===== src/page_allocator_with_refcounts_defines.svh =====
// ----------------------------------------------------------------------------
// page allocator assertion macros
// shared assertion helpers for the page allocator rtl
// ----------------------------------------------------------------------------
`ifndef PAGE_ALLOCATOR_WITH_REFCOUNTS_DEFINES_SVH
`define PAGE_ALLOCATOR_WITH_REFCOUNTS_DEFINES_SVH

// checked property, disabled while reset is high
`define PGA_ASSERT(name, clk, rst, prop, msg) \
   name: assert property (@(posedge clk) disable iff (rst) prop) else $error(msg);

// checked property, also checked during reset
`define PGA_ASSERT_ALWAYS(name, clk, prop, msg) \
   name: assert property (@(posedge clk) prop) else $error(msg);

`endif


===== src/pga_pkg.sv =====
// ----------------------------------------------------------------------------
// pga_pkg
// types and constants shared by the page allocator modules
// ----------------------------------------------------------------------------
`default_nettype none

package pga_pkg;

   localparam int NUM_PAGES = 4096;
   localparam int REF_BITS  = 8;
   localparam int PAGE_W    = 12;
   localparam int ADDR_W    = $clog2(NUM_PAGES);
   localparam int DEPTH_W   = $clog2(NUM_PAGES + 1);
   localparam int CSR_IDX_W = 1;
   localparam int CSR_DAT_W = 12;

   // opcodes
   localparam logic [2:0] OP_ALLOC = 3'd0;
   localparam logic [2:0] OP_FREE  = 3'd1;
   localparam logic [2:0] OP_INC   = 3'd2;
   localparam logic [2:0] OP_DEC   = 3'd3;
   localparam logic [2:0] OP_READ  = 3'd4;

   // status codes
   localparam logic [2:0] ST_OK    = 3'd0;
   localparam logic [2:0] ST_EMPTY = 3'd1;
   localparam logic [2:0] ST_RANGE = 3'd2;
   localparam logic [2:0] ST_UNREF = 3'd3;
   localparam logic [2:0] ST_COUNT = 3'd4;

   // register indexes
   localparam logic [CSR_IDX_W-1:0] CSR_FIRST_PAGE = 1'd0;
   localparam logic [CSR_IDX_W-1:0] CSR_INIT_MODE  = 1'd1;

   typedef struct packed {
      logic [2:0]        opcode;
      logic [PAGE_W-1:0] page;
   } req_type;

   typedef struct packed {
      logic [2:0]         status;
      logic [PAGE_W-1:0]  page_out;
      logic [REF_BITS-1:0] ref_count;
      logic [DEPTH_W-1:0] free_pages;
   } rsp_type;

   typedef enum logic [1:0] {
      ST_CLEAR,
      ST_IDLE,
      ST_EXEC
   } state_type;

   typedef struct packed {
      logic clear;
      logic accept;
      logic commit;
   } cmd_type;

   typedef struct packed {
      logic clear_done;
      logic out_blocked;
   } stat_type;

endpackage

`default_nettype wire


===== src/pga_ctrl.sv =====
// ----------------------------------------------------------------------------
// pga_ctrl
// sequencer: count memory clearing pass, request accept and commit
// ----------------------------------------------------------------------------
`default_nettype none
`include "page_allocator_with_refcounts_defines.svh"

module pga_ctrl (
   input  wire logic              clock,
   input  wire logic              reset,
   input  wire logic              req_valid,
   output logic                   req_stall,
   input  wire pga_pkg::stat_type stat,
   output pga_pkg::cmd_type       cmd
);

   pga_pkg::state_type state_ff;
   pga_pkg::state_type state_in;

   always_ff @(posedge clock) begin
      if (reset) begin
         state_ff <= pga_pkg::ST_CLEAR;
      end else begin
         state_ff <= state_in;
      end
   end

   always_comb begin
      state_in   = state_ff;
      cmd.clear  = 1'b0;
      cmd.accept = 1'b0;
      cmd.commit = 1'b0;
      req_stall  = 1'b1;
      unique case (state_ff)
         pga_pkg::ST_CLEAR: begin
            cmd.clear = 1'b1;
            if (stat.clear_done) begin
               state_in = pga_pkg::ST_IDLE;
            end
         end
         pga_pkg::ST_IDLE: begin
            req_stall = 1'b0;
            if (req_valid) begin
               cmd.accept = 1'b1;
               state_in   = pga_pkg::ST_EXEC;
            end
         end
         pga_pkg::ST_EXEC: begin
            // memory read data is valid here; wait until the result slot frees
            if (!stat.out_blocked) begin
               cmd.commit = 1'b1;
               state_in   = pga_pkg::ST_IDLE;
            end
         end
         default: begin
            state_in = pga_pkg::ST_CLEAR;
         end
      endcase
   end

   `PGA_ASSERT_ALWAYS(a_reset_clears, clock, $past(reset) |-> state_ff == pga_pkg::ST_CLEAR, "reset did not restart the clearing pass")
   `PGA_ASSERT(a_accept_exec, clock, reset, cmd.accept |=> state_ff == pga_pkg::ST_EXEC, "accepted transaction did not enter execution")
   `PGA_ASSERT(a_commit_idle, clock, reset, cmd.commit |=> state_ff == pga_pkg::ST_IDLE && !cmd.commit, "commit not followed by idle")
   `PGA_ASSERT(a_no_accept_clear, clock, reset, cmd.clear |-> !cmd.accept && !cmd.commit, "transaction taken during clearing pass")

endmodule

`default_nettype wire


===== config.mk =====
export PLATFORM = sky130hd
export DESIGN_NAME = pga_ctrl
export DESIGN_NICKNAME = d
export VERILOG_FILES = /design/src/pga_pkg.sv /design/src/pga_ctrl.sv
export VERILOG_INCLUDE_DIRS = /design/src /design/src/src
export SDC_FILE = /design/constraint.sdc
export NUM_CORES = 1
export LEC_CHECK = 0
export BUFFER_PORTS_ARGS = -buffer_cell sky130_fd_sc_hd__buf_2
export CAP_MARGIN = 20
export CORE_AREA = 2 2 39 41
export CTS_CLUSTER_DIAMETER = 120
export DETAILED_ROUTE_END_ITERATION = 7
export DIE_AREA = 0 0 41 43
export GPL_TIMING_DRIVEN = 0
export PLACE_DENSITY_LB_ADDON = 0.12
export RECOVER_POWER = 100
export SYNTH_ARGS = -nofsm -noshare
export SYNTH_HDL_FRONTEND = slang
export SYNTH_SLANG_ARGS = --single-unit

===== constraint.sdc =====
create_clock -name clock -period 1 [get_ports clock]
set_input_delay 0.1 -clock clock [delete_from_list [all_inputs] [get_ports clock]]
set_output_delay 0.1 -clock clock [all_outputs]
set_load 0.03 [all_outputs]

# Word level (Yosys, flattened, before mapping)
# Index checks and enable logic that the tools add are counted.
[op_classes]
n_mul = 0
n_mux = 10
n_reduce_logical = 2
n_bitwise = 0
order_cmp = 0
add_sub_neg = 0
shifts = 0
eq_ne = 5
div = 0
[op_table]
columns = ["cell", "count"]
rows = [
  ["1-bit 2-to-1 mux", 6],
  ["2-bit 2-to-1 mux", 3],
  ["2-bit inequality test, second input constant", 3],
  ["2-bit one-hot mux with 3 select lines", 1],
  ["3-bit AND reduction", 1],
  ["2-bit by 1-bit == test with 1-bit output, second input constant", 1],
  ["2-bit == test, second input constant", 1],
  ["2-bit logical NOT", 1],
]
[word_totals]
wordCells = 18
memories = 0
mem_bits_ro = 0
register_bits = 2
output_inout_bits = 4
ram_bits = 0
latchBits = 0
in_bits = 5

# Depth between registers and ports, before layout
[logic_depth]
ltp_word = 3
ltp_mapped = 2
depth_no_buf = 2

# Worst setup path after synthesis
# OpenSTA, ideal clock, no wires.
[synth_timing]
path_type = "reg-to-output"
from = "register state_ff[1]"
to = "output port cmd[0] in the netlist's numbering"
path_buffers = 0
t_required_ns = 0.900
arrival_time_ns = 1.129
path_slack_ns = -0.229
stages_incl_launch_ff = 2
path_cell_list = "dfxtp_1 > nor3b_1"
[synth_rtl]
columns = ["item", "line_no", "text"]
rows = [
  ["from (decl)", "pga_ctrl.sv:17", "pga_pkg::state_type state_ff;"],
  ["from (signal assigned)", "pga_ctrl.sv:22", "state_ff <= pga_pkg::ST_CLEAR;"],
  ["from (signal assigned)", "pga_ctrl.sv:24", "state_ff <= state_in;"],
  ["to (decl)", "pga_ctrl.sv:14", "output pga_pkg::cmd_type cmd"],
]

# Worst setup path after layout
[layout_timing]
from = "register state_ff[0]"
to = "output port req_stall"
[layout_between]
elab_chain_cells = 2
[layout_rtl]
columns = ["item", "line_no", "text"]
rows = [
  ["2-bit by 1-bit == test with 1-bit output", "pga_ctrl.sv:34", "unique case (state_ff)"],
  ["1-bit 2-to-1 mux", "pga_ctrl.sv:34", ""],
  ["to (decl)", "pga_ctrl.sv:12", "output logic req_stall,"],
]
# No other way between the ends.

==> metrics.md <==
| Metric | Value |
|---|---|
| Count of input and output buffers | 8 |
| Starting Density | 8.23% |
| MaxCap Viol Count | 0 |
| CP Buf/Inv Count | 1 |
| Setup violation total in the final timing report | 3 |
| H-tree depth | 1 |
| Total GRT Usage | 5.11% |
| Critical path's slowest cell | dfxtp_4 |
| Kind of critical path | flip-flop to primary output |
| Max incr delay on CP | 0.36 ns |
| Largest net degree at the start of global routing | 6 |
| Pwr dens | 1510 nW/µm² |
| Min-Delay Path Class | input pin to flip-flop |
| Fin. Hold Viols | 0 |
| DP Cell Count | 38 |
| Number of diodes | 0 |
| Max reg flops | 2 |
| Syn Inst Count | 14 |
| Largest area contributor in the netlist | dfxtp_1 |
| Vias in the first global route | between 150 and 200 |
| Smallest hold slack | between 0.04 and 0.05 ns |
| Failing checks | setup timing |
| Post-Layout Cell Count | 43 |
| DRC Markers | 0 |
| CTS Buffer Depth | 2 |
| CTS Sinks | 2 |
| Post-CTS Hold Fix Bufs | 0 |
| Final setup TNS | -0.101 ns |
| Avg Inst Size Synth | approximately 8.1 µm² |
| Critical Path AT | 0.95 ns |
| CTS buffer count | 3 |
| CP Cell Sequence | or2b_1, buf_6 |
| RSZ-0062 raised after global routing | true |
| Worst Skew | between 0.001 and 0.0015 ns |
| Worst Path Max Fanout | 5 |
| Biggest register | state_ff |
| DP Area | 179 µm² |
| Synth Net Count | 19 |
| Worst Tran Pin Value | approximately 0.14 ns |
| Slew Limit Fails | 0 |
| Die height | 43 µm |
| Synth area leaders | dfxtp_1, nand3b_1, nor2b_1 |
| Routability cong. | 0.614 |
| Root Driver | clkbuf_4 |
| Routed WL | 332 µm |
| Family with the most delay on the worst path | flip-flops |
| Seq/Total Area, Yosys | 35.2% |
| Met2 wire len | 145 µm |
| Core ar. | between 1000 and 1500 µm² |
| #FFs+latches synth | 2 |
| Clock Latency Late Sink | about 0.22 ns |
| Startpoint type of the worst setup path | flip-flop |
| Multi-input logic area | 71.3 µm² |
| CP Launch Point | state_ff[0] |
| Finished Cell Area | between 200 and 250 µm² |
| Top Registers | state_ff: 2 flops |
| Global-route wire length before repair | 538 µm |
| Syn. warnings | 0 |
| Area delta synth->final | 110% |
| CTS tree | built |
| Layout cells sized above 1 | 59.3% |
| Die ar. | about 1800 µm² |
| DR vias/cell | 3.40 |
| Netlist Area Pre-Place | between 100 and 150 µm² |
| Highest metal used | met3 |
| Vias | 146 |
| Status | finished, violations left |
| DR iter-0 viols | 0 |
| Tot Pwr | 0.361 mW |
| Hold Startpoint | reset |
| Post-synth cell types | 10 |
| # fillers | between 150 and 200 |
| GRT overflow | 0 |
| Post-synth top area share | a little over a third |
| Core Util, Final | 17.3% |
| CP Data Required Time | 0.90 ns |
| Initial antenna violation count | 0 |
| Drt wl/cell | 7.72 µm |
| Reg2Reg Launch Point | state_ff[0] |
| CTS clock-pin slew for the worst setup and hold paths | 0.03 ns |
| FF+latch area | 47.5 µm² |
| Peak supply drop | 0.537 mV |
| Ports | 9 |
| DP Worst Slack | 0.0539 ns |
| First-pass DRT Iterations | 1 |
| Met3 wire len | 30 µm |
| Floorplan row count | 14 |
| Max Freq | between 0.9 and 1 GHz |
| Leak | 0.115 nW |
| Most frequent cells in the layout | buf_2, clkbuf_4, buf_4 |
| Normalized max-slew margin | approximately 90% |
| Setup WS post-layout | -0.0530 ns |
| Crit. End Element | primary output |
| Final period util | 105% |
| Final ANT Viol Nets | 0 |
| WL met1 | 156 µm |
| Final-stage net count | 34 |
| DIE WIDTH | 41 µm |
| Final min period | approximately 1.1 ns |
| Commonest non-fill, non-tap cell in the layout | buf_2 |
path summary, 6_finish.rpt:
kind / to / slack (ns) / cells past startpoint
max: req_stall / -0.05 / 2
min: state_ff[1] / 0.04 / 2
max reg2reg: state_ff[0] / 0 / 3
min reg2reg: state_ff[1] / 0.55 / 2
cell usage after synthesis (all sizes together):
| cell | n |
|---|---|
| inv | 2 |
| nand3b | 2 |
| nor3b | 1 |
| nor2b | 2 |
| a21oi | 1 |
| or2b | 1 |
| nor2 | 1 |
| o21ai | 1 |
| dfxtp | 2 |
| o311a | 1 |
cell type report:
class                      count  area share, %
timing repair buffer          10           29.3
multi-input combinational     10           29.8
sequential                     2           19.9
clock buffer                   3           9.42
inverter                       2           3.14
tap                           16           8.38
where the power goes:
group	total, mW	switching, mW	internal [mW]
Clock	0.176	0.0442	0.132
Combinational	0.0914	0.0480	0.0434
Sequential	0.0931	0.00746	0.0856
Total	0.361	0.0997	0.261
per-layer routing:
layer	vias to the layer above	global-route usage [%]
met2	7	5.31
met4	0	8.00
met5	-	0
met3	0	1.57
li1	74	-
met1	65	6.05
logic make-up after synthesis:
group                  Yosys count  synth area share [%]
buffers and inverters            2                  6.60
and+or+nand+nor                  7                  40.7
AOI/OAI and AO/OA                3                  17.6
DFF                              2                  35.2
what timing repair did:
item | in CTS | in global routing
endpoints found under the setup margin | 4 | 4
pin swaps | 1 | 0
setup buffers | 2 | 0
resized for setup | 9 | 0
Power figures use the tool's default switching activity.
